===== src/rtl/ccfp_pkg.sv =====
// shared types, codes and constants of the crlf command framer pool
package ccfp_pkg;

    localparam int NUM_SLOTS_DEF  = 8;
    localparam int SLOT_BYTES_DEF = 256;
    localparam int FIFO_DEPTH_DEF = 8;

    localparam int TDATA_W = 24;

    localparam logic [7:0] CH_CR = 8'h0D;
    localparam logic [7:0] CH_LF = 8'h0A;
    localparam int HDR_BYTES    = 2;
    localparam int MIN_KEEP_LEN = 3;

    typedef enum logic [2:0] {
        REQ_BYTE    = 3'd0,
        REQ_POP     = 3'd1,
        REQ_RELEASE = 3'd2,
        REQ_DISCARD = 3'd3,
        REQ_READ    = 3'd4
    } req_code_t;

    typedef enum logic [2:0] {
        ST_OK         = 3'd0,
        ST_FIFO_EMPTY = 3'd1,
        ST_REFUSED    = 3'd2,
        ST_OVERFLOW   = 3'd3,
        ST_SHORT      = 3'd4,
        ST_FULL_DROP  = 3'd5,
        ST_QUEUED     = 3'd6
    } status_t;

    typedef enum logic [3:0] {
        S_IDLE,
        S_EXEC,
        S_CLOSE,
        S_POP_LEN,
        S_POP_DONE,
        S_DISC,
        S_DISC_CLR,
        S_RD_WAIT,
        S_FIN
    } ctrl_state_t;

    // request fields, last field in the low bits
    typedef struct packed {
        logic [7:0] offset;
        logic [2:0] slot_sel;
        logic [7:0] in_byte;
        logic [2:0] req_type;
    } req_t;

    // result fields, last field in the low bits
    typedef struct packed {
        logic [7:0] data_byte;
        logic [7:0] length;
        logic [2:0] slot;
        status_t    status;
    } result_t;

endpackage


===== src/rtl/ccfp_out_stage.sv =====
// output register holding one result until the sink takes it
module ccfp_out_stage
    import ccfp_pkg::*;
(
    input  logic               clk,
    input  logic               rst_n,
    input  logic               res_valid,
    output logic               res_ready,
    input  result_t            res,
    output logic               m_tvalid,
    input  logic               m_tready,
    output logic [TDATA_W-1:0] m_tdata
);

    logic    valid_reg, valid_next;
    result_t data_reg, data_next;

    assign res_ready = !valid_reg || m_tready;

    always_comb
    begin
        valid_next = valid_reg;
        data_next  = data_reg;
        if (res_ready)
        begin
            valid_next = res_valid;
            if (res_valid)
            begin
                data_next = res;
            end
        end
    end

    always_ff @(posedge clk or negedge rst_n)
    begin
        if (!rst_n)
        begin
            valid_reg <= 1'b0;
        end
        else
        begin
            valid_reg <= valid_next;
        end
    end

    always_ff @(posedge clk)
    begin
        data_reg <= data_next;
    end

    assign m_tvalid = valid_reg;
    assign m_tdata  = TDATA_W'(data_reg);

    a_hold_result: assert property (@(posedge clk) disable iff (!rst_n)
        (m_tvalid && !m_tready) |=> (m_tvalid && $stable(m_tdata)))
        else $error("result changed before it was taken");

endmodule


===== config.mk =====
export PLATFORM = sky130hd
export DESIGN_NAME = ccfp_out_stage
export DESIGN_NICKNAME = d
export VERILOG_FILES = /design/src/rtl/ccfp_pkg.sv /design/src/rtl/ccfp_out_stage.sv
export SDC_FILE = /design/constraint.sdc
export NUM_CORES = 1
export LEC_CHECK = 0
export BUFFER_PORTS_ARGS = -buffer_cell sky130_fd_sc_hd__buf_2
export CAP_MARGIN = 20
export CORE_ASPECT_RATIO = 0.8
export CORE_MARGIN = 2
export CORE_UTILIZATION = 41
export CTS_CLUSTER_SIZE = 24
export DETAILED_ROUTE_END_ITERATION = 8
export PLACE_DENSITY = 0.84
export SYNTH_ARGS = -nofsm -noshare
export SYNTH_HDL_FRONTEND = slang
export SYNTH_SLANG_ARGS = --single-unit

===== constraint.sdc =====
create_clock -name clk -period 1.8 [get_ports clk]
set_input_delay 0.36 -clock clk [delete_from_list [all_inputs] [get_ports clk]]
set_output_delay 0.36 -clock clk [all_outputs]
set_load 0.005 [all_outputs]

# Yosys cells after proc, flatten, opt, wreduce, memory -nomap -nowiden
# Index checks and enable logic that the tools add are counted.
# W data, S select, Z words.
[word_totals] elab_cells=8 reg_bits=23 output_inout_bits=26 inputBits=26
[classes] reduce_logical=3
[op_table] operator="$reduce_and A2 Y1" n=1
[op_table] operator="$logic_not A1 Y1" n=1
[op_table] operator="$logic_or A1 B1 Y1" n=1

# Depth between registers and ports, before layout
# Gate-level depths: netlist (run 1).
[depth] word_depth=3 depth_mapped=2 ltp_nobuf=2

# Worst setup path after synthesis (run 1)
# OpenSTA, ideal clock, no wires.
[synth_path] path_type="flip-flop to flip-flop" startpoint="register valid_reg (netlist: m_tvalid)" endpoint="register data_reg, in the netlist m_tdata[0] (enable)" slack_ns=0.718 setup_ns=0.323 path_buffers=0 path_stages_with_launch=3 t_required_ns=1.477 arrival_ns=0.759 synth_period_minus_slack_ns=1.082 cell_sequence="dfrtp_1 -> nand2b_4 -> and2_4"
[synth_via] elab_chain_cells=3
[synth_lines] element="from (decl)" line="ccfp_out_stage.sv:15" text="logic valid_reg, valid_next;"
[synth_lines] element="from (signal assigned)" line="ccfp_out_stage.sv:42" text="valid_reg <= valid_next;"
[synth_lines] element="$logic_not A1 Y1" line="ccfp_out_stage.sv:18" text="assign res_ready = !valid_reg || m_tready;"
[synth_lines] element="$logic_or A1 B1 Y1" line="ccfp_out_stage.sv:18"
[synth_lines] element="via res_ready" line="ccfp_out_stage.sv:8" text="output logic res_ready,"
[synth_lines] element="$reduce_and A2 Y1 (no source line)"
[synth_lines] element="to (signal assigned)" line="ccfp_out_stage.sv:48" text="data_reg <= data_next;"
[synth_lines] element="to (decl)" line="ccfp_out_stage.sv:16" text="result_t data_reg, data_next;"
# The timed path passes the listed nets, and every way through them passes these cells.
# A chain may end at the register's enable or synchronous reset.

# Worst setup path after layout (run 1)
[layout_path] startpoint="register valid_reg (netlist: m_tvalid)" endpoint="output res_ready"
[layout_via] elab_chain_cells=2
[layout_lines] element="$logic_not A1 Y1" line="ccfp_out_stage.sv:18"
[layout_lines] element="$logic_or A1 B1 Y1" line="ccfp_out_stage.sv:18"
[layout_lines] element="to (decl)" line="ccfp_out_stage.sv:8"
# Every way passes these cells.

==> results of run 1 <==
[per-layer routing]
layer  part of all wire [%]  track usage [%]  vias to the layer above  wire length (µm)
li1                       -                -                      210                 -
met4                   0.85             5.79                        0                12
met2                     56             24.2                       15               790
met5                      0                0                        -                 0
met1                     39             17.1                      223               544
met3                    4.0             3.96                        2                56
[cell type report]
type,instances,area (µm²),area share (%)
timing repair buffer,50,255,24.8
tap,22,27.5,2.67
sequential,23,686,66.5
clock buffer,4,26.3,2.55
multi-input combinational,5,36.3,3.52
[cell families (layout without fill, tap and decap cells)]
logic type / after synthesis / in the layout / synth area share [%]
other cells: 1 / 2 / 0.511
simple gates: 3 / 3 / 3.93
flops: 23 / 23 / 93.5
buf+inv: 2 / 54 / 2.05
[power groups by stage]
stage	Clock [µW]	Combinational (µW)	Sequential, µW
after global routing	254	87.5	632
after global placement	0	76.7	641
after detailed placement	0	79.4	641
final	222	80.5	628
after floorplan	0	19.4	646
after CTS	228	81.2	628
[synthesized netlist by cell type]
cell type  instances
buf_4              2
dfrtp_1            1
nand2b_4           1
conb_1             1
and2_4             1
nand2b_1           1
edfxtp_1          22
[metrics by stage]
stage	total power [µW]	utilization, %
floorplan	665	-
finish	931	62.1
global route	973	62.1
CTS	937	62.1
global placement	717	60.0
detailed placement	720	60.0
[worst register-to-register path, delay by kind of cell (launching register included)]
kind	cells	cell delay, ns
flip-flops	1	0.42
AND/OR/NAND/NOR	2	0.40
[worst paths after layout]
| kind | startpoint | endpoint | slack, ns | cells after the start |
|---|---|---|---|---|
| worst max-delay path | m_tvalid | res_ready | 0.54 | 2 |
| worst min-delay path | res[8] | m_tdata[8] | 0.23 | 1 |
| worst max register to register | m_tvalid | m_tdata[21] | 0.66 | 2 |
| worst min register to register | m_tvalid | m_tvalid | 0.56 | 2 |
| max in group asynchronous | rst_n | m_tvalid | 1.34 | 2 |
| min in group asynchronous | rst_n | m_tvalid | 0.38 | 2 |
[state kept, by name, summed over array words and instances, names as in the netlist]
signal and cells:
m_tdata 22, m_tvalid 1
==> metrics.yaml, run 1 <==
outcome:
  status: "finished, final reports clean"
logic_synthesis:
  yosysWarningCount: 0
  synth.distinct_cells: 7
  synth.area.top_cells: "edfxtp_1 90%, dfrtp_1 3.4%, buf_4 2.0%"
  seq_area_frac_synth_pct: 93.5
  netlist_area_um2: 733
  yosysTopAreaCell: "edfxtp_1"
  synth_top_cell_area_share_pct: 90.1
  ys_ff_latch: 23
  avgSynthCellArea_um2: 25.3
  synth_cells: 29
sta:
  setup_viol: 0
  max_freq_mhz: 792
  final-hold-violation-count: 0
  rsz0062_at_grt: "no"
  fin_worst_skew_ns: 0.000753
  fin_crit_ns: 1.26
  setup_slack_ns: 0.537
  tns_ns: 0
  whs_ns: 0.232
  fin_crit_sh_pct: 70.2
  timing.final.max_slew_violations: 0
global_route:
  antenna_found_initial: 0
  grt.total_usage_pct: 14.2
  grt_start_max_net_pins: 23
  first_global_vias: 476
  grt_first_pass_wirelength_um: 2190
  grt_overflow: 0
placement:
  portBuffers: 49
  routabilityCongestion: 0.623
  place_inst: 99
  pre_cts_slack_ns: 0.591
  dpl_cell_area_um2: 995
power_and_ir_drop:
  powerDensity_nw_per_um2: 903
  power.internal_uw: 750
  ir_drop_mv: 0.513
  sw_frac_of_total_pct: 19.4
  combPwrFrac_pct: 8.6
  cellLeakagePower_uw: 0.000454
  pwr-share-clk_pct: 23.9
  p_seq_share_pct: 67.5
  switching_power_uw: 181
die:
  num_rows: 13
  die_h_um: 41.8
  start_util_pct: 44.2
  io_pins: 52
  die_area_um2: 2140
  die_w_um: 51.3
  core-area_um2: 1660
detailed_routing:
  wire_per_inst_um: 13.5
  first_pass_iters: 4
  remaining_drc_errors: 0
  ant_nets: 0
  drt-total-wl_um: 1400
  num_vias: 450
  drt_iter0_markers: 9
  vias_per_cell: 4.33
critical_path:
  path_buf_inv: 1
  path_max_fanout: 3
  worstPathCellList: "nand2b_4 -> buf_2"
  cp.required_ns: 1.44
  slowest_stage: "dfrtp_1"
  crit_type: "reg2out"
  cp_top_family: "flip-flops"
  max_stage_delay_ns: 0.42
  start_kind: "flip-flop"
  crit_path_end_kind: "output port"
  cp.arrival_ns: 0.90
cts:
  clk_latency_ns: 0.29
  ctsHtreeMaxLevel: 1
  cts_root_buf: "clkbuf_4"
  cts_hold_buffers: 1
  clk_pin_slew_ns: 0.11
  cts_resized: 0
  cts.sinks: 23
  cts_tree: "done"
  clock_path_buffers: 2
  post_cts_buffers: 0
  cts_buffers: 3
finish:
  diodes: 0
  area_growth_syn_to_layout_pct: 40.6
  design_area_um2: 1030
  n_fill_cell: 140
  layout_common_cells: "49 x buf_2, 22 x edfxtp_1, 3 x clkbuf_4"
  final_common_cell: "buf_2"
  final_cells: 104
  drive_above_1_share_pct: 65.9
  nets: 109
worst_hold_path:
  min-delay-path-class: "in2reg"
run:
  maxCapViolations: 0
Power figures use the tool's default switching activity.
==> inputs of run 2 (changes only) <==
Settings changed: ABC_AREA set to 1, CORE_UTILIZATION 41 to 38, PLACE_DENSITY 0.84 to 0.8.
Clock period 1.8 ns to 1.29 ns, I/O delays scaled along.
==> metrics.yaml, run 2 <==
detailed_routing:
  remaining_drc_errors: 0
  vias_per_cell: 4.24
  first_pass_iters: 3
  drt_iter0_markers: 4
  drt-total-wl_um: 1130
  num_vias: 462
  wire_per_inst_um: 10.3
  ant_nets: 0
critical_path:
  crit_type: "reg2out"
  cp.required_ns: 1.03
  path_max_fanout: 3
  start_kind: "flip-flop"
  cp.arrival_ns: 0.95
  crit_path_end_kind: "output port"
power_and_ir_drop:
  combPwrFrac_pct: 9.0
  ir_drop_mv: 0.778
  pwr-share-clk_pct: 23.5
  p_seq_share_pct: 67.4
  cellLeakagePower_uw: 0.000466
  powerDensity_nw_per_um2: 1230
  switching_power_uw: 249
  sw_frac_of_total_pct: 19.2
  power.internal_uw: 1050
sta:
  fin_worst_skew_ns: 0.00604
  tns_ns: 0
  timing.final.max_slew_violations: 0
  max_freq_mhz: 828
  rsz0062_at_grt: "no"
  setup_viol: 0
  final-hold-violation-count: 0
  fin_crit_ns: 1.21
  fin_crit_sh_pct: 93.6
die:
  die_area_um2: 2270
  io_pins: 52
  die_h_um: 43.1
  num_rows: 14
  die_w_um: 52.8
  start_util_pct: 39.4
  core-area_um2: 1840
cts:
  cts_root_buf: "clkbuf_4"
  cts_tree: "done"
  cts_resized: 0
  cts_hold_buffers: 1
  clk_latency_ns: 0.29
  clock_path_buffers: 2
  post_cts_buffers: 0
  clk_pin_slew_ns: 0.11
  ctsHtreeMaxLevel: 1
  cts_buffers: 3
  cts.sinks: 23
placement:
  dp_hpwl_um: 874
  routabilityCongestion: 0.625
  portBuffers: 49
  place_inst: 104
global_route:
  antenna_found_initial: 0
  grt_first_pass_wirelength_um: 1790
  first_global_vias: 454
  grt_overflow: 0
  grt.total_usage_pct: 11.5
  grt_start_max_net_pins: 23
run:
  maxCapViolations: 0
logic_synthesis:
  synth_edf_count: 22
  synth_common_cells: "22 x edfxtp_1, 2 x buf_4, 2 x inv_1, 2 x nand2_1"
  async_reset_ff_share_pct: 4.35
  synth.distinct_cells: 7
  synth_cells: 31
  synth.area.top_cells: "edfxtp_1 91%, dfrtp_1 3.5%, buf_4 2.1%"
  synth_most_common_cell: "edfxtp_1"
  ys_ff_latch: 23
  yosysWarningCount: 0
  avgSynthCellArea_um2: 23.4
  netlist_area_um2: 724
  ys.flop_type: "edfxtp_1"
  synth_top_cell_area_share_pct: 91.2
  seq_area_frac_synth_pct: 94.6
  yosysTopAreaCell: "edfxtp_1"
finish:
  final_common_cell: "buf_2"
  nets: 112
  largest_reg_flops: 22
  area_growth_syn_to_layout_pct: 45.8
  drive_above_1_share_pct: 63.5
  diodes: 0
  layout_common_cells: "49 x buf_2, 22 x edfxtp_1, 3 x clkbuf_4"
  final_cells: 109
outcome:
  status: "finished, final reports clean"
worst_hold_path:
  min-delay-path-class: "in2reg"
[run 2: path summary, 6_finish.rpt]
check	from	end	slack [ns]	cells past startpoint
worst max-delay path	m_tvalid	res_ready	0.08	2
worst min-delay path	res[6]	m_tdata[6]	0.13	1
worst max register to register	m_tvalid	m_tdata[18]	0.20	2
worst min register to register	m_tvalid	m_tvalid	0.61	2
max in group asynchronous	rst_n	m_tvalid	0.94	2
min in group asynchronous	rst_n	m_tvalid	0.26	2
[run 2: worst max-delay path, cell delays in order, from the launching register on]
cell and delay (ns):
dfrtp_1 0.44, nand2_1 0.10, buf_2 0.11
[run 2: kinds of logic after synthesis]
kind of cell	synth area share, %
AND/OR/NAND/NOR	1.04
buffers and inverters	3.11
flip-flops	94.6
other	0.518
AO/OA/AOI/OAI	0.690
[run 2: per-stage QoR]
| step | hold slack, ns | setup WS [ns] | utilization, % | cell area (µm²) | total power (µW) |
|---|---|---|---|---|---|
| after global routing | 0.102 | 0.0134 | 57.4 | 1060 | 1370 |
| after detailed placement | 0.0331 | 0.213 | 55.4 | 1020 | 1010 |
| after global placement | 0.0327 | 0.243 | 55.4 | 1020 | 1010 |
| after floorplan | -0.0376 | 0.0365 | - | 739 | 928 |
| after CTS | 0.117 | 0.0678 | 57.4 | 1060 | 1320 |
| final | 0.130 | 0.0821 | 57.4 | 1060 | 1300 |
[run 2: power groups by stage]
| stage | Clock (µW) | Combinational [µW] | Sequential (µW) |
|---|---|---|---|
| floorplan | 0 | 26.4 | 902 |
| global placement | 0 | 114 | 893 |
| detailed placement | 0 | 118 | 894 |
| CTS | 323 | 120 | 878 |
| global route | 359 | 132 | 881 |
| finish | 306 | 118 | 877 |
[run 2: layout make-up]
cell class,instances,area (µm²)
tap,24,30.0
inverter,2,7.51
fill,166,783
sequential,23,686
clock buffer,4,26.3
multi-input combinational,5,31.3
timing repair buffer,51,275
[run 2: metal layers]
metal / vias up / share of wire [%] / global-route usage, %
li1: 218 / - / -
met1: 209 / 35 / 13.3
met2: 33 / 50 / 18.5
met3: 2 / 13 / 3.17
met4: 0 / 1.5 / 7.69
met5: - / 0 / 0
