<file path="src/rtl/ccfp_pkg.sv">
// shared types, codes and constants of the crlf command framer pool
package ccfp_pkg;

    localparam int NUM_SLOTS_DEF  = 8;
    localparam int SLOT_BYTES_DEF = 256;
    localparam int FIFO_DEPTH_DEF = 8;

    localparam int TDATA_W = 24;

    localparam logic [7:0] CH_CR = 8'h0D;
    localparam logic [7:0] CH_LF = 8'h0A;
    localparam int HDR_BYTES    = 2;
    localparam int MIN_KEEP_LEN = 3;

    typedef enum logic [2:0] {
        REQ_BYTE    = 3'd0,
        REQ_POP     = 3'd1,
        REQ_RELEASE = 3'd2,
        REQ_DISCARD = 3'd3,
        REQ_READ    = 3'd4
    } req_code_t;

    typedef enum logic [2:0] {
        ST_OK         = 3'd0,
        ST_FIFO_EMPTY = 3'd1,
        ST_REFUSED    = 3'd2,
        ST_OVERFLOW   = 3'd3,
        ST_SHORT      = 3'd4,
        ST_FULL_DROP  = 3'd5,
        ST_QUEUED     = 3'd6
    } status_t;

    typedef enum logic [3:0] {
        S_IDLE,
        S_EXEC,
        S_CLOSE,
        S_POP_LEN,
        S_POP_DONE,
        S_DISC,
        S_DISC_CLR,
        S_RD_WAIT,
        S_FIN
    } ctrl_state_t;

    // request fields, last field in the low bits
    typedef struct packed {
        logic [7:0] offset;
        logic [2:0] slot_sel;
        logic [7:0] in_byte;
        logic [2:0] req_type;
    } req_t;

    // result fields, last field in the low bits
    typedef struct packed {
        logic [7:0] data_byte;
        logic [7:0] length;
        logic [2:0] slot;
        status_t    status;
    } result_t;

endpackage

</file>
<file path="src/rtl/ccfp_free_search.sv">
// rotating priority encoder: first free slot after the active one
module ccfp_free_search #(
    parameter int NUM_SLOTS = 8,
    localparam int SLOT_W = $clog2(NUM_SLOTS)
) (
    input  logic [NUM_SLOTS-1:0] busy,
    input  logic [SLOT_W-1:0]    active,
    output logic                 found,
    output logic [SLOT_W-1:0]    idx
);

    logic [SLOT_W:0] cand;

    // walk downward so the nearest slot after active wins
    always_comb
    begin
        found = 1'b0;
        idx   = '0;
        cand  = '0;
        for (int i = NUM_SLOTS - 1; i >= 1; i--)
        begin
            cand = (SLOT_W + 1)'(active) + (SLOT_W + 1)'(i);
            if (cand >= (SLOT_W + 1)'(NUM_SLOTS))
            begin
                cand = cand - (SLOT_W + 1)'(NUM_SLOTS);
            end
            if (!busy[cand[SLOT_W-1:0]])
            begin
                found = 1'b1;
                idx   = cand[SLOT_W-1:0];
            end
        end
    end

endmodule

</file>
<file path="src/rtl/ccfp_ctrl.sv">
// request sequencer: framing state, busy bits, fifo pointers and memory accesses
module ccfp_ctrl
    import ccfp_pkg::*;
#(
    parameter int NUM_SLOTS  = NUM_SLOTS_DEF,
    parameter int SLOT_BYTES = SLOT_BYTES_DEF,
    parameter int FIFO_DEPTH = FIFO_DEPTH_DEF,
    localparam int SLOT_W = $clog2(NUM_SLOTS),
    localparam int POS_W  = $clog2(SLOT_BYTES),
    localparam int ST_AW  = $clog2(NUM_SLOTS * SLOT_BYTES),
    localparam int FPTR_W = (FIFO_DEPTH > 1) ? $clog2(FIFO_DEPTH) : 1
) (
    input  logic              clk,
    input  logic              rst_n,
    input  logic              req_valid,
    output logic              req_ready,
    input  req_t              req,
    output logic              res_valid,
    input  logic              res_ready,
    output result_t           res,
    output logic              st_we,
    output logic [ST_AW-1:0]  st_waddr,
    output logic [7:0]        st_wdata,
    output logic [ST_AW-1:0]  st_raddr,
    input  logic [7:0]        st_rdata,
    output logic              fl_we,
    output logic [SLOT_W-1:0] fl_waddr,
    output logic [POS_W-1:0]  fl_wdata,
    output logic [SLOT_W-1:0] fl_raddr,
    input  logic [POS_W-1:0]  fl_rdata,
    output logic              ff_we,
    output logic [FPTR_W-1:0] ff_waddr,
    output logic [SLOT_W-1:0] ff_wdata,
    output logic [FPTR_W-1:0] ff_raddr,
    input  logic [SLOT_W-1:0] ff_rdata
);

    localparam int CNT_W = $clog2(FIFO_DEPTH + 1);
    localparam int SUM_W = CNT_W + 1;
    localparam int OFF_W = ((POS_W > 8) ? POS_W : 8) + 1;

    ctrl_state_t state_reg, state_next;

    logic [2:0]           req_type_reg, req_type_next;
    logic [7:0]           byte_reg, byte_next;
    logic [2:0]           sel_reg, sel_next;
    logic [7:0]           off_reg, off_next;
    logic [SLOT_W-1:0]    active_slot_reg, active_slot_next;
    logic [POS_W-1:0]     write_pos_reg, write_pos_next;
    logic                 prev_cr_reg, prev_cr_next;
    logic                 closed_reg, closed_next;
    logic [NUM_SLOTS-1:0] busy_reg, busy_next;
    logic [FPTR_W-1:0]    head_reg, head_next;
    logic [CNT_W-1:0]     count_reg, count_next;
    result_t              res_reg, res_next;

    logic              free_found;
    logic [SLOT_W-1:0] free_idx;
    logic [SLOT_W-1:0] eff_slot;
    logic [POS_W-1:0]  eff_pos;
    logic              eff_prev;
    logic              sel_ok;
    logic [SLOT_W-1:0] sel_idx;
    logic [OFF_W-1:0]  rd_off;
    logic [FPTR_W-1:0] head_inc;
    logic [SUM_W-1:0]  tail_sum;
    logic [ST_AW-1:0]  active_base;

    ccfp_free_search #(
        .NUM_SLOTS(NUM_SLOTS)
    ) u_search (
        .busy  (busy_reg),
        .active(active_slot_reg),
        .found (free_found),
        .idx   (free_idx)
    );

    assign sel_ok    = 32'(sel_reg) < 32'(NUM_SLOTS);
    assign sel_idx   = SLOT_W'(sel_reg);
    assign rd_off    = OFF_W'(off_reg) + OFF_W'(HDR_BYTES);
    assign head_inc  = (32'(head_reg) == FIFO_DEPTH - 1) ? '0 : head_reg + FPTR_W'(1);
    assign req_ready = (state_reg == S_IDLE);
    assign res_valid = (state_reg == S_FIN);
    assign res       = res_reg;

    // a closed slot hands over to the next free one before the byte lands
    always_comb
    begin
        if (closed_reg)
        begin
            eff_slot = free_idx;
            eff_pos  = '0;
            eff_prev = 1'b0;
        end
        else
        begin
            eff_slot = active_slot_reg;
            eff_pos  = write_pos_reg;
            eff_prev = prev_cr_reg;
        end
    end

    always_comb
    begin
        tail_sum = SUM_W'(head_reg) + SUM_W'(count_reg);
        if (tail_sum >= SUM_W'(FIFO_DEPTH))
        begin
            tail_sum = tail_sum - SUM_W'(FIFO_DEPTH);
        end
    end

    assign active_base = ST_AW'(active_slot_reg) * ST_AW'(SLOT_BYTES);

    always_ff @(posedge clk or negedge rst_n)
    begin
        if (!rst_n)
        begin
            state_reg       <= S_IDLE;
            active_slot_reg <= '0;
            write_pos_reg   <= '0;
            prev_cr_reg     <= 1'b0;
            closed_reg      <= 1'b0;
            busy_reg        <= '0;
            head_reg        <= '0;
            count_reg       <= '0;
        end
        else
        begin
            state_reg       <= state_next;
            active_slot_reg <= active_slot_next;
            write_pos_reg   <= write_pos_next;
            prev_cr_reg     <= prev_cr_next;
            closed_reg      <= closed_next;
            busy_reg        <= busy_next;
            head_reg        <= head_next;
            count_reg       <= count_next;
        end
    end

    always_ff @(posedge clk)
    begin
        req_type_reg <= req_type_next;
        byte_reg     <= byte_next;
        sel_reg      <= sel_next;
        off_reg      <= off_next;
        res_reg      <= res_next;
    end

    always_comb
    begin
        state_next       = state_reg;
        req_type_next    = req_type_reg;
        byte_next        = byte_reg;
        sel_next         = sel_reg;
        off_next         = off_reg;
        active_slot_next = active_slot_reg;
        write_pos_next   = write_pos_reg;
        prev_cr_next     = prev_cr_reg;
        closed_next      = closed_reg;
        busy_next        = busy_reg;
        head_next        = head_reg;
        count_next       = count_reg;
        res_next         = res_reg;

        st_we    = 1'b0;
        st_waddr = '0;
        st_wdata = '0;
        st_raddr = '0;
        fl_we    = 1'b0;
        fl_waddr = '0;
        fl_wdata = '0;
        fl_raddr = '0;
        ff_we    = 1'b0;
        ff_waddr = '0;
        ff_wdata = '0;
        ff_raddr = '0;

        unique case (state_reg)
            S_IDLE:
            begin
                if (req_valid)
                begin
                    req_type_next = req.req_type;
                    byte_next     = req.in_byte;
                    sel_next      = req.slot_sel;
                    off_next      = req.offset;
                    state_next    = S_EXEC;
                end
            end

            S_EXEC:
            begin
                res_next   = '0;
                state_next = S_FIN;
                unique case (req_type_reg)
                    REQ_BYTE:
                    begin
                        if (closed_reg && !free_found)
                        begin
                            res_next.status = ST_REFUSED;
                        end
                        else
                        begin
                            res_next.slot    = 3'(eff_slot);
                            active_slot_next = eff_slot;
                            closed_next      = 1'b0;
                            st_we            = 1'b1;
                            st_waddr = ST_AW'(eff_slot) * ST_AW'(SLOT_BYTES) + ST_AW'(eff_pos);
                            st_wdata = byte_reg;
                            if (eff_prev && byte_reg == CH_LF && eff_pos > POS_W'(1))
                            begin
                                // line complete: terminator and queueing next cycle
                                write_pos_next = eff_pos;
                                prev_cr_next   = eff_prev;
                                closed_next    = 1'b1;
                                state_next     = S_CLOSE;
                            end
                            else if (eff_pos == POS_W'(SLOT_BYTES - 1))
                            begin
                                res_next.status = ST_OVERFLOW;
                                write_pos_next  = '0;
                                prev_cr_next    = 1'b0;
                            end
                            else
                            begin
                                res_next.status = ST_OK;
                                write_pos_next  = eff_pos + POS_W'(1);
                                prev_cr_next    = (byte_reg == CH_CR);
                            end
                        end
                    end

                    REQ_POP:
                    begin
                        if (count_reg == '0)
                        begin
                            res_next.status = ST_FIFO_EMPTY;
                        end
                        else
                        begin
                            ff_raddr   = head_reg;
                            state_next = S_POP_LEN;
                        end
                    end

                    REQ_RELEASE:
                    begin
                        if (sel_ok)
                        begin
                            busy_next[sel_idx] = 1'b0;
                        end
                    end

                    REQ_DISCARD:
                    begin
                        state_next = S_DISC;
                    end

                    REQ_READ:
                    begin
                        if (sel_ok && rd_off < OFF_W'(SLOT_BYTES))
                        begin
                            st_raddr   = ST_AW'(sel_idx) * ST_AW'(SLOT_BYTES) + ST_AW'(rd_off);
                            state_next = S_RD_WAIT;
                        end
                    end

                    default:
                    begin
                        res_next = '0;
                    end
                endcase
            end

            S_CLOSE:
            begin
                // the cr before the lf becomes the terminator
                st_we      = 1'b1;
                st_waddr   = active_base + ST_AW'(write_pos_reg - POS_W'(1));
                st_wdata   = '0;
                fl_we      = 1'b1;
                fl_waddr   = active_slot_reg;
                fl_wdata   = write_pos_reg;
                state_next = S_FIN;
                if (write_pos_reg <= POS_W'(MIN_KEEP_LEN - 1))
                begin
                    busy_next[active_slot_reg] = 1'b0;
                    res_next.status            = ST_SHORT;
                end
                else if (count_reg >= CNT_W'(FIFO_DEPTH))
                begin
                    busy_next[active_slot_reg] = 1'b0;
                    res_next.status            = ST_FULL_DROP;
                end
                else
                begin
                    ff_we                      = 1'b1;
                    ff_waddr                   = tail_sum[FPTR_W-1:0];
                    ff_wdata                   = active_slot_reg;
                    count_next                 = count_reg + CNT_W'(1);
                    busy_next[active_slot_reg] = 1'b1;
                    res_next.status            = ST_QUEUED;
                end
            end

            S_POP_LEN:
            begin
                fl_raddr      = ff_rdata;
                res_next.slot = 3'(ff_rdata);
                head_next     = head_inc;
                count_next    = count_reg - CNT_W'(1);
                state_next    = S_POP_DONE;
            end

            S_POP_DONE:
            begin
                if (fl_rdata >= POS_W'(HDR_BYTES))
                begin
                    res_next.length = 8'(fl_rdata - POS_W'(HDR_BYTES));
                end
                state_next = S_FIN;
            end

            S_DISC:
            begin
                if (count_reg == '0)
                begin
                    state_next = S_FIN;
                end
                else
                begin
                    ff_raddr   = head_reg;
                    state_next = S_DISC_CLR;
                end
            end

            S_DISC_CLR:
            begin
                busy_next[ff_rdata] = 1'b0;
                head_next           = head_inc;
                count_next          = count_reg - CNT_W'(1);
                state_next          = S_DISC;
            end

            S_RD_WAIT:
            begin
                res_next.data_byte = st_rdata;
                state_next         = S_FIN;
            end

            S_FIN:
            begin
                if (res_ready)
                begin
                    state_next = S_IDLE;
                end
            end

            default:
            begin
                state_next = S_IDLE;
            end
        endcase
    end

    a_count_bound: assert property (@(posedge clk) disable iff (!rst_n)
        count_reg <= CNT_W'(FIFO_DEPTH))
        else $error("fifo count beyond depth");

    a_queued_busy: assert property (@(posedge clk) disable iff (!rst_n)
        (state_reg == S_CLOSE && res_next.status == ST_QUEUED) |=> busy_reg[active_slot_reg])
        else $error("queued frame slot not marked busy");

    a_idle_no_write: assert property (@(posedge clk) disable iff (!rst_n)
        (state_reg == S_IDLE) |-> !(st_we || fl_we || ff_we))
        else $error("memory write while idle");

endmodule

</file>
<file path="config.mk">
export PLATFORM = sky130hd
export DESIGN_NAME = ccfp_ctrl
export DESIGN_NICKNAME = d
export VERILOG_FILES = /design/src/rtl/ccfp_pkg.sv /design/src/rtl/ccfp_free_search.sv /design/src/rtl/ccfp_ctrl.sv
export SDC_FILE = /design/constraint.sdc
export NUM_CORES = 1
export LEC_CHECK = 0
export ABC_AREA = 1
export BUFFER_PORTS_ARGS = -buffer_cell sky130_fd_sc_hd__buf_2
export CAP_MARGIN = 20
export CORE_MARGIN = 8
export CORE_UTILIZATION = 55
export CTS_BUF_LIST = sky130_fd_sc_hd__clkbuf_16
export DETAILED_ROUTE_END_ITERATION = 6
export HOLD_SLACK_MARGIN = 0.15
export PLACE_DENSITY = 0.81
export SLEW_MARGIN = 40
export SYNTH_ARGS = -nofsm -noshare
export SYNTH_HDL_FRONTEND = slang
export SYNTH_SLANG_ARGS = --single-unit
</file>
<file path="constraint.sdc">
create_clock -name clk -period 3.7 [get_ports clk]
set_input_delay 0.185 -clock clk [delete_from_list [all_inputs] [get_ports clk]]
set_output_delay 0.185 -clock clk [all_outputs]
set_load 0.01 [all_outputs]
</file>
Word-level counts from Yosys, hierarchy flattened
Cells that the tools add are included.
{ "totals": {"input_bits": 45, "wordCells": 231, "reg_bits": 76, "output_inout_bits": 80} }
{ "classes": {"eq_ne": 22, "muxes": 109, "bitwise_logic": 8, "addsub": 26, "n_reduce_logical": 24, "magnitude_cmp": 26} }
{ "ops": {"columns": ["cell", "count"], "rows": [
  ["3-bit 2-to-1 mux", 32],
  ["8-bit 2-to-1 mux", 11],
  ["11-bit 2-to-1 mux", 5],
  ["3-bit by 4-bit < comparator with 1-bit output, second input constant", 10],
  ["4-bit 2-to-1 mux", 9],
  ["4-bit >= comparator, second input constant", 8],
  ["8-bit one-hot mux with 2 select lines", 2],
  ["1-bit 2-to-1 mux", 28],
  ["4-bit one-hot mux with 7 select lines", 1],
  ["8-bit AND", 3],
  ["8-bit NOT", 3],
  ["3-bit one-hot mux with 2 select lines", 4],
  ["8-bit one-hot mux with 3 select lines", 1],
  ["3-bit by 1-bit subtractor with 3-bit output, second input constant", 8],
  ["11-bit one-hot mux with 2 select lines", 1],
  ["1-bit binary-select mux with 3-bit select", 7],
  ["3-bit by 3-bit adder with 4-bit output, second input constant", 4],
  ["4-bit by 3-bit == test with 1-bit output, second input constant", 4],
  ["8-bit by 4-bit == test with 1-bit output, second input constant", 2],
  ["4-bit one-hot mux with 4 select lines", 1],
  ["11-bit adder", 1],
  ["11-bit by 8-bit adder with 11-bit output", 1],
  ["11-bit by 9-bit adder with 11-bit output", 1],
  ["2-bit nonzero test", 5],
  ["40 further kinds", 63]
]} }

Longest topological paths before layout
Gate-level depths: netlist of run 1.
{ "depth": {"ltp_word": 17, "depth_mapped": 20, "ltp_nobuf": 18} }

Modules after synthesis
From an unflattened synthesis of run 1, not the netlist that was laid out.
{ "hier_totals": {"cells_unflattened": 791, "area_unflattened_um2": 5596.6} }
{ "modules_own_cells": {"columns": ["mod", "instances", "area_each_um2", "cells_each", "seq_area_each_um2"], "rows": [
  ["ccfp_ctrl", 1, 4972.3, 664, 2122.0],
  ["ccfp_free_search", 1, 624.3, 127, 0.0]
]} }

Worst setup path before layout of run 1
Ideal clock, no wire load.
{ "synth_path": {"path_kind": "flip-flop to flip-flop", "from": "register active_slot_reg[0]", "to": "register res_reg (netlist bit res[3]), data pin", "setup_slack_ns": 1.037, "stages_incl_launch_ff": 18, "setup_time_ns": 0.259, "path_buffers": 3, "synth_period_minus_slack_ns": 2.663, "arrival_ns": 2.405, "required_ns": 3.441, "path_cell_list": "dfrtp_1 inv_2 buf_6 clkbuf_1 ha_1 buf_2 inv_1 nand3_2 nand2_1 nand2_1 nand2_2 inv_1 a21oi_1 nand2_1 a21oi_1 nand2_1 nand3_1 o21ai_1"} }
{ "synth_rtl": {"columns": ["item", "line", "text"], "rows": [
  ["start: declaration", "ccfp_ctrl.sv:48", "logic [SLOT_W-1:0] active_slot_reg, active_slot_next;"],
  ["start signal: assignment", "ccfp_ctrl.sv:130", "active_slot_reg <= active_slot_next;"],
  ["end signal: assignment", "ccfp_ctrl.sv:146", "res_reg <= res_next;"],
  ["end: declaration", "ccfp_ctrl.sv:55", "result_t res_reg, res_next;"]
]} }

Worst setup path in the final report of run 1
{ "layout_path": {"from": "register active_slot_reg[0]", "to": "output st_waddr[8]"} }
{ "layout_via": {"elab_chain_cells": 17, "elab_cells_between_ends": 64, "classes_between": "add/sub (16); order compare (7); mux (39); reduce/logical (2)"} }
{ "layout_lines": {"columns": ["item", "line", "text"], "rows": [
  ["3-bit by 3-bit adder with 4-bit output", "ccfp_free_search.sv:22", "cand = (SLOT_W + 1)'(active) + (SLOT_W + 1)'(i);"],
  ["4-bit >= comparator or 3-bit by 1-bit subtractor with 3-bit output (tied branches)", "ccfp_free_search.sv:23, ccfp_free_search.sv:25", null],
  ["3-bit 2-to-1 mux", "ccfp_free_search.sv:23", "if (cand >= (SLOT_W + 1)'(NUM_SLOTS))"],
  ["1-bit binary-select mux with 3-bit select", "ccfp_free_search.sv:27", "if (!busy[cand[SLOT_W-1:0]])"],
  ["1-bit 2-to-1 mux (implied by the code)", "ccfp_free_search.sv:27", null],
  ["3-bit 2-to-1 mux or 1-bit 2-to-1 mux (tied branches) (7 in a row)", "ccfp_free_search.sv:27", null],
  ["3-bit 2-to-1 mux or 1-bit logical NOT (tied branches)", "ccfp_ctrl.sv:89, ccfp_ctrl.sv:198", null],
  ["11-bit by 8-bit adder with 11-bit output or 1-bit logical AND (tied branches)", "ccfp_ctrl.sv:208, ccfp_ctrl.sv:198", null],
  ["11-bit 2-to-1 mux", "ccfp_ctrl.sv:198", "if (closed_reg && !free_found)"],
  ["11-bit 2-to-1 mux", "ccfp_ctrl.sv:195", "unique case (req_type_reg)"],
  ["11-bit one-hot mux with 2 select lines *", "ccfp_ctrl.sv:178", "unique case (state_reg)"],
  ["end: declaration", "ccfp_ctrl.sv:22", "output logic [ST_AW-1:0] st_waddr,"]
]} }
Every way passes the cells marked *; elsewhere a longest branch is shown, timed or not. The select of a mux whose other input is x is not followed.

==> results of run 1 <==
## where the power goes
group          switching [W]  internal, W  leakage, nW  total [W]
clock network       0.000342     0.000515        0.149   0.000857
logic                0.00103     0.000498         2.37    0.00152
registers           0.000179      0.00121        0.845    0.00139
## worst min-delay path, cell delays in order
cell and delay [ns]:
sky130_fd_sc_hd__buf_2 0.08, sky130_fd_sc_hd__inv_1 0.03, sky130_fd_sc_hd__nor2_1 0.08
## kinds of logic (layout without fill, tap and decap cells)
family	count (synthesis)	count (layout)	synth area share [%]
flops	76	76	40.03
fa+ha+maj	23	23	5.853
compound gates	91	91	10.38
xor+xnor	16	16	2.998
simple gates	370	370	31.11
buf+inv	123	277	9.629
## per-stage QoR
stage	cell area [um2]	setup slack, ns	cells
detailed placement	6010	0.7282	943
CTS	6568	0.3552	986
global route	6570	0.06970	986
floorplan	5301	1.037	699
global placement	6005	0.8053	943
finish	6570	0.3239	986
## repair_timing
action / 4_1_cts / 5_1_grt
resized for setup: 0 / 0
buffers inserted: 0 / 0
hold endpoints to repair: 58 / 0
hold buffers: 27 / 0
## final timing paths
check | start | slack (ns) | depth (start not counted) | to
worst max-delay path | active_slot_reg[0] | 0.32 | 14 | st_waddr[8]
worst min-delay path | st_rdata[6] | 0.16 | 3 | res[20]
worst max register to register | active_slot_reg[0] | 0.86 | 13 | write_pos_reg[3]
worst min register to register | prev_cr_reg | 0.53 | 2 | prev_cr_reg
max in group asynchronous | rst_n | 3.03 | 2 | async pin
min in group asynchronous | rst_n | 0.34 | 2 | active_slot_reg[1]
## final cells by class
cell class / count / area share [%]
clock inverters: 7 / 0.9522
multi-input cells: 500 / 40.74
clock buffers: 9 / 3.428
flip-flops and latches: 76 / 32.30
inverters: 107 / 6.113
well taps: 133 / 2.533
repair buffers: 154 / 13.94
## layout by cell type, fill, tap and decap left out, types with 4 or more instances in the layout
cell type / synthesis / final
sky130_fd_sc_hd__buf_2: 6 / 123
sky130_fd_sc_hd__nand4_1: 7 / 7
sky130_fd_sc_hd__nand2_1: 162 / 162
sky130_fd_sc_hd__o31ai_1: 7 / 7
sky130_fd_sc_hd__nand3_1: 35 / 35
sky130_fd_sc_hd__xor2_1: 9 / 9
sky130_fd_sc_hd__xnor2_1: 6 / 6
sky130_fd_sc_hd__clkbuf_16: 0 / 9
sky130_fd_sc_hd__nor2_1: 99 / 98
sky130_fd_sc_hd__nand2_2: 15 / 15
sky130_fd_sc_hd__o21ai_0: 32 / 32
sky130_fd_sc_hd__buf_4: 1 / 4
sky130_fd_sc_hd__nor4_1: 17 / 17
sky130_fd_sc_hd__o21ai_2: 11 / 11
sky130_fd_sc_hd__nor2_2: 5 / 5
sky130_fd_sc_hd__edfxtp_1: 44 / 44
sky130_fd_sc_hd__ha_1: 20 / 20
sky130_fd_sc_hd__dfrtp_1: 32 / 32
sky130_fd_sc_hd__dlygate4sd3_1: 0 / 27
sky130_fd_sc_hd__a311oi_1: 4 / 4
sky130_fd_sc_hd__a21oi_1: 25 / 25
sky130_fd_sc_hd__inv_2: 7 / 7
sky130_fd_sc_hd__inv_1: 99 / 102
sky130_fd_sc_hd__nor3_1: 18 / 18
sky130_fd_sc_hd__nand3_2: 5 / 5
## routing by layer
metal	vias to the layer above	share of wire (%)
li1	2585	-
met1	2521	39
met2	253	50
met3	37	8.6
met4	0	2.6
met5	-	0
==> results list, run 1 <==
- Required time of the worst setup path: 3.51 ns
- The synthesized design contains 76 register bits.
- 0 antenna diodes ended up in the layout.
- Share of synthesized flip-flops with an asynchronous set or reset: ~42%
- Transition time at the pin with the least slew margin: 0.6395 ns
- Once detail routing completed, the nets flagged for antenna violations numbered 0.
- Synthesized Nets: roughly 770
* Overall overflow remaining after global route: 0
- For this run, the detailed router's first-pass iteration total came to 6.
- The count of final max-slew check failures came to 0.
- The worst path uses 91.24% of the clock period.
* Highest ir drop seen on vdd: slightly below 0.0004 V
* Share of cells above drive strength 1: between 20 and 25%
- The cell count after synthesis came out at approximately 700.
- At the worst endpoint, the arrival time is 3.19 ns.
- Initial antenna violation count: 0
- Pin count of the biggest net entering global routing: 33
- Core utilization of the finished layout: between 60 and 70%
- The die covers roughly 0.013 mm2.
* Power density of the placed cells: around 570 mW/mm2
- Most common cell in the synthesized netlist: sky130_fd_sc_hd__nand2_1
- CTS Buffer Depth: 2
- The multi-input combinational cells in the finished layout cover a total of approximately 0.0027 mm2.
- Crit path buffers/inverters: 4
* Leading area contributor after synthesis: sky130_fd_sc_hd__edfxtp_1
- Among all flip-flop cells after synthesis, the most frequent one is sky130_fd_sc_hd__edfxtp_1.
* Mean post-synth cell area: ~7.6 um2
- around 130 I/O pins were placed.
* Area growth syn-to-layout: 23.93%
- Initial core utilization: 55.52%
* Hold violation count in the final report: 0
- Worst hold margin: about 0.16 ns
- Worst Skew: around 0.0053 ns
* Number of nets in the layout: around 920
- The worst setup path is launched from a register.
- CTS placed an instance of sky130_fd_sc_hd__clkbuf_16 at the clock tree root.
* Setup violation total in the final timing report: 0
- Global-route track usage on met1: approximately 27%
- For this block, the routed nets add up to approximately 16000 um of wire.
- The floorplan has 36 rows.
* Cell type with the highest occurrence count on the critical path: sky130_fd_sc_hd__nand2_2
- TritonCTS created 9 clock buffers.
- Width of the die: 114.2 um
- For met2 alone, demand over resource in global routing was between 40% and 50%.
* Number of different library cells in the post-synthesis netlist: between 40 and 50
- Commonest cells post-synth: 162 x sky130_fd_sc_hd__nand2_1, 99 x sky130_fd_sc_hd__inv_1, 99 x sky130_fd_sc_hd__nor2_1, 44 x sky130_fd_sc_hd__edfxtp_1, 35 x sky130_fd_sc_hd__nand3_1
* Final estimated routing congestion in global placement: 0.9389
- Cell area after synthesis: 0.005301 mm2
* Delay-heaviest family, CP: simple AND/OR/NAND/NOR gates
* Leakage power: between 3 and 4 nW
* Reg clk slew, reported paths: 0.06 ns
- Fill cells in the final layout number 759.
- In this run, synthesis inferred 44 flip-flops with an integrated enable.
* Total global-route track usage: 24.89%
- For this run, the number of Yosys warnings is 0.
* Insertion delay of the later-clocked pin in the worst-skew pair: ~0.33 ns
- Routed vias: around 5400
- The first global-routing pass estimated roughly 26000 um of wire.
- Area fraction of the dominant cell type after synthesis: 24.92%
* Worst Hold Class: input pin to register
* Leading post-synthesis cells by cell area: sky130_fd_sc_hd__edfxtp_1 25%, sky130_fd_sc_hd__dfrtp_1 15%, sky130_fd_sc_hd__nand2_1 11%
- Vias per std cell: 5.473
- Total of max-cap violations: 0
* Die Height: ~110 um
* Final min period: 3.376 ns
- The critical path in this run is classified as register to output port.
* Number of global-route vias before repair: about 5400
* Total area of sequential cells: between 0.002 and 0.0025 mm2
- Wirelength per Cell: approximately 16 um
- Of the synthesized area, sequential elements account for about two fifths.
- The flow ran to the end, and the final reports show no timing, DRC or antenna violations.
* Core ar.: about 0.0095 mm2
- STA classifies the critical path endpoint as an output port.
* Maximum clock rate: between 200 and 300 MHz
* Global routing met3 resource utilization: 7.278%
- Counting every sink on the clock net gives 76.
* Setup repair after global routing missed its margin: false
- Cell with the largest stage delay on the worst path: sky130_fd_sc_hd__dfrtp_1
* Cells along the critical path: inv_2 -> ha_1 -> inv_1 -> nand3_1 -> nand2_2 -> nand2_2 -> nand2_2 -> nor2_4 -> nand4_4 -> nand2_4 -> inv_2 -> nand3_2 -> nand2_1 -> buf_2
- I/O Buffers: approximately 120
* H-tree depth reported by CTS: 3
- Post-detailed-route DRC marker count: 0
- HPWL reported at the end of detailed placement: 11450 um
* Power Total: ~0.0038 W
* Tightest slew margin relative to the limit: 57.27%
* Highest-utilization routing layer at the global route stage: met2
* Count of routing violations after the opening detailed-route iteration: about 450
* Post-Route Setup TNS: 0 ns
- CTS tree: yes
- CP Max Fanout: 20
- Slowest Stage Delay on Critical Path: between 0.6 and 0.7 ns
Power figures use the tool's default switching activity.
==> run 2: changes to the inputs <==
--- a/config.mk
+++ b/config.mk
@@ -17,4 +17,5 @@
 export SLEW_MARGIN = 40
 export SYNTH_ARGS = -nofsm -noshare
 export SYNTH_HDL_FRONTEND = slang
+export SYNTH_HIERARCHICAL = 1
 export SYNTH_SLANG_ARGS = --single-unit
==> results list, run 2 <==
- Result of the run: finished, final reports clean (unchanged)
- The instance count of the mapped netlist is 791 (was 699).
- Maximum clock rate: 306.2 MHz (was 296.2 MHz)
- Commonest cells post-synth: 205 x sky130_fd_sc_hd__nand2_1, 113 x sky130_fd_sc_hd__nor2_1, 111 x sky130_fd_sc_hd__inv_1, 75 x sky130_fd_sc_hd__nand3_1, 44 x sky130_fd_sc_hd__edfxtp_1 (was 162 x sky130_fd_sc_hd__nand2_1, 99 x sky130_fd_sc_hd__inv_1, 99 x sky130_fd_sc_hd__nor2_1, 44 x sky130_fd_sc_hd__edfxtp_1, 35 x sky130_fd_sc_hd__nand3_1)
* Number of standard cells in the final layout excluding fillers: 1083 (was 986)
- The maximum number of pins on one net before global-route repair is 34 (was 33).
- I/O Buffers: 124 (unchanged)
* Arrival time of the worst setup path: 3.08 ns (was 3.19 ns)
- Number of enable flip-flop cells after synthesis: 44 (unchanged)
- The capture instance of the worst register-to-register path is write_pos_reg[6] (was write_pos_reg[3]).
- The share of the clock period used by the worst path is 88.28% (was 91.24%).
- The detail-routed via count per cell is 5.196 (was 5.473).
* Worst R2R Start: active_slot_reg[0] (unchanged)
- The power density relative to cell area came to 741.0 mW/mm2 (was 573.8 mW/mm2).
- Count of routing violations after the opening detailed-route iteration: 440 (was 448)
- The standard cell with the maximum stage delay on the critical path is sky130_fd_sc_hd__ha_1 (was sky130_fd_sc_hd__dfrtp_1).
- The initial antenna violation count was 1 (was 0).
* Die area: 0.01366 mm2 (was 0.01304 mm2)
- Core ar.: 0.01009 mm2 (was 0.009549 mm2)
* Timing endpoint of the critical path: st_waddr[10] (was st_waddr[8])
- Setup violation total in the final timing report: 0 (unchanged)
- The mean instance size in the synthesized netlist came to 7.075 um2 (was 7.584 um2).
- The worst endpoint required time was 3.51 ns (about the same).
* Post-Route Setup TNS: 0 ns (unchanged)
- The number of cells in the design after placement came to 1037 (was 943).
* Post-cts resize count: 0 (unchanged)
* Critical path startpoint: active_slot_reg[0] (unchanged)
* Share of synthesized flip-flops with an asynchronous set or reset: 42.11% (unchanged)
* Synthesized Nets: 855 (was 767)
- The clock latency of the later-clocked register in the worst-skew pair was 0.33 ns (about the same).
- The vertical die dimension came to 116.9 um (was 114.2 um).
* Total wire length: 15360 um (was 16040 um)
- The routed length per instance is 14.19 um (was 16.26 um).
* CTS Buffer Depth: 2 (unchanged)
- Area fraction of the dominant cell type after synthesis: 23.61% (was 24.92%)
- The most common cell in the netlist is sky130_fd_sc_hd__nand2_1 (unchanged).
* Setup slack after layout: 0.4336 ns (was 0.3239 ns)
* Share of cells above drive strength 1: 19.56% (was 22.51%)
* HPWL reported at the end of detailed placement: 11380 um (was 11450 um)
* CP Max Fanout: 14 (was 20)
- Register-to-Register Setup Slack: 0.84 ns (was 0.86 ns)
- Leading cell types in the layout, fill and taps excluded: 205 x sky130_fd_sc_hd__nand2_1, 123 x sky130_fd_sc_hd__buf_2, 113 x sky130_fd_sc_hd__inv_1, 112 x sky130_fd_sc_hd__nor2_1, 75 x sky130_fd_sc_hd__nand3_1 (was 162 x sky130_fd_sc_hd__nand2_1, 123 x sky130_fd_sc_hd__buf_2, 102 x sky130_fd_sc_hd__inv_1, 98 x sky130_fd_sc_hd__nor2_1, 44 x sky130_fd_sc_hd__edfxtp_1)
- Slowest Stage Delay on Critical Path: 0.45 ns (was 0.63 ns)
* Setup fix buffers added after clock tree synthesis: 0 (unchanged)
- The total congestion overflow after global routing is 0 (unchanged).
- CP startpoint kind: register (unchanged)
- Max-slew violation total from the final report: 0 (unchanged)
* Ys Warns: 6 (was 0)
* CTS Buf Count: 9 (unchanged)
* Cell area after synthesis: 0.005597 mm2 (was 0.005301 mm2)
- Core utilization of the finished layout: 68.53% (was 68.80%)
* Routed vias: 5627 (was 5396)
- The number of iterations in the first detailed-routing pass is 5 (was 6).
* Setup repair after global routing missed its margin: false (unchanged)
- Final estimated routing congestion in global placement: 0.9303 (was 0.9389)
- The cell accounting for the most synthesized area is sky130_fd_sc_hd__edfxtp_1 (unchanged).
* Leading post-synthesis cells by cell area: sky130_fd_sc_hd__edfxtp_1 24%, sky130_fd_sc_hd__dfrtp_1 14%, sky130_fd_sc_hd__nand2_1 14% (was sky130_fd_sc_hd__edfxtp_1 25%, sky130_fd_sc_hd__dfrtp_1 15%, sky130_fd_sc_hd__nand2_1 11%)
- H-tree depth reported by CTS: 3 (unchanged)
- The clock-pin transition on the worst setup and hold timing paths is 0.06 ns (about the same).
- Number of global-route vias before repair: 5336 (was 5376)
* Leading cell type in the layout, fill and taps excluded: sky130_fd_sc_hd__nand2_1 (unchanged)
- The cell count of the worst reg-to-reg path was 15 (was 13).
- The count of max-cap constraint violations came to 0 (unchanged).
- Cells along the critical path: inv_2 -> ha_1 -> inv_1 -> nand3_1 -> nand2_1 -> nand2_1 -> nand2_1 -> nor3_1 -> nand2_1 -> nor2_1 -> nor2_2 -> nand2_1 -> inv_1 -> nand2_1 -> o21ai_0 -> buf_2 (was inv_2 -> ha_1 -> inv_1 -> nand3_1 -> nand2_2 -> nand2_2 -> nand2_2 -> nor2_4 -> nand4_4 -> nand2_4 -> inv_2 -> nand3_2 -> nand2_1 -> buf_2).
* Highest ir drop seen on vdd: 0.0003569 V (was 0.0003958 V)
- Transition time at the pin with the least slew margin: 0.7178 ns (was 0.6395 ns)
- Wire length of the first global-routing pass: 25270 um (was 25900 um)
* Tightest slew margin relative to the limit: 51.82% (was 57.27%)
- Number of hold buffers added after CTS: 29 (was 27)
- Final min period: 3.266 ns (was 3.376 ns)
- FF+latch count, synth: 76 (unchanged)
* CTS tree: yes (unchanged)
- The count of nets left with antenna violations after detail routing is 0 (unchanged).
* Sequential element share of the synthesized area: 37.92% (was 40.03%)
- The number of cell rows came to 37 (was 36).
- Leakage power: 3.633 nW (was 3.367 nW)
* Worst Skew: 0.009686 ns (was 0.005308 ns)
* Number of nets in the layout: 1005 (was 916)
- The horizontal die dimension is 116.9 um (was 114.2 um).
* Post-detailed-route DRC marker count: 0 (unchanged)
- Worst Hold Class: input pin to register (unchanged)
- Most used flip-flop cell after synthesis: sky130_fd_sc_hd__edfxtp_1 (unchanged)
* Initial core utilization: 55.46% (was 55.52%)
- # IOs: 125 (unchanged)
* Number of different library cells in the post-synthesis netlist: 43 (was 41)
- The hold violation total from the final report came to 0 (unchanged).
- The number of clock sinks seen by CTS is 76 (unchanged).
- The area growth from synthesis to layout was 23.59% (was 23.93%).
- Setup Slack @ Placement: 0.8316 ns (was 0.7282 ns)
- Kind of capture point of the worst setup path: output port (unchanged)
- The category of the critical setup timing path is register to output port (unchanged).
* Cell type with the highest occurrence count on the critical path: sky130_fd_sc_hd__nand2_1 (was sky130_fd_sc_hd__nand2_2)
- Clk root buf: sky130_fd_sc_hd__clkbuf_16 (unchanged)
- Worst hold margin: 0.1561 ns (was 0.1620 ns)
* Total global-route track usage: 23.23% (was 24.89%)
## run 2: cell families after synthesis
| kind of cell | count (synthesis) | share of synthesized area [%] |
|---|---|---|
| AND/OR/NAND/NOR | 455 | 35.84 |
| adder cells (fa/ha/maj) | 19 | 4.650 |
| flip-flops | 76 | 37.92 |
| buffers and inverters | 139 | 10.51 |
| AO/OA/AOI/OAI | 85 | 8.160 |
| XOR/XNOR | 17 | 2.929 |
## run 2: final cells by class
cell class,instances,area (um2)
clock inverter,7,108.9
timing repair buffer,156,935.9
multi-input combinational,576,2894
fill,880,3176
inverter,122,457.9
clock buffer,9,225.2
sequential,76,2122
tap,136,170.2
antenna,1,2.502
## run 2: layer usage
| metal | global-route usage [%] | vias up | wire, um |
|---|---|---|---|
| li1 | - | 2832 | - |
| met1 | 28.59 | 2543 | 6280 |
| met2 | 39.91 | 226 | 7618 |
| met3 | 5.233 | 26 | 1207 |
| met4 | 6.741 | 0 | 257 |
| met5 | 0 | - | 0 |
## run 2: where the power goes
| group | internal (W) | switching, W |
|---|---|---|
| logic | 0.000906 | 0.00176 |
| registers | 0.00122 | 0.000257 |
| clock network | 0.000652 | 0.000331 |
## run 2: how the worst min path moves through the flow
stage | start | endpoint | cells after the start
finish | st_rdata[3] | res[17] | 3
global route | st_rdata[5] | res[19] | 3
CTS | st_rdata[5] | res[19] | 3
detailed placement | rst_n | active_slot_reg[1] | 1
global placement | rst_n | active_slot_reg[1] | 1
floorplan | rst_n | async pin | 0
## run 2: worst max-delay path, delay by kind of cell, from the launching register on
family / cells / cell delay, ns
flops: 1 / 0.36
fa+ha+maj: 1 / 0.45
simple gates: 10 / 1.29
buf+inv: 4 / 0.59
compound gates: 1 / 0.08
## run 2: through the flow
step / total power (W) / area (um2)
after global routing: 0.005554 / 6917
after floorplan: 0.003470 / 5597
after CTS: 0.005107 / 6912
after detailed placement: 0.004087 / 6287
after global placement: 0.004057 / 6282
final: 0.005125 / 6917
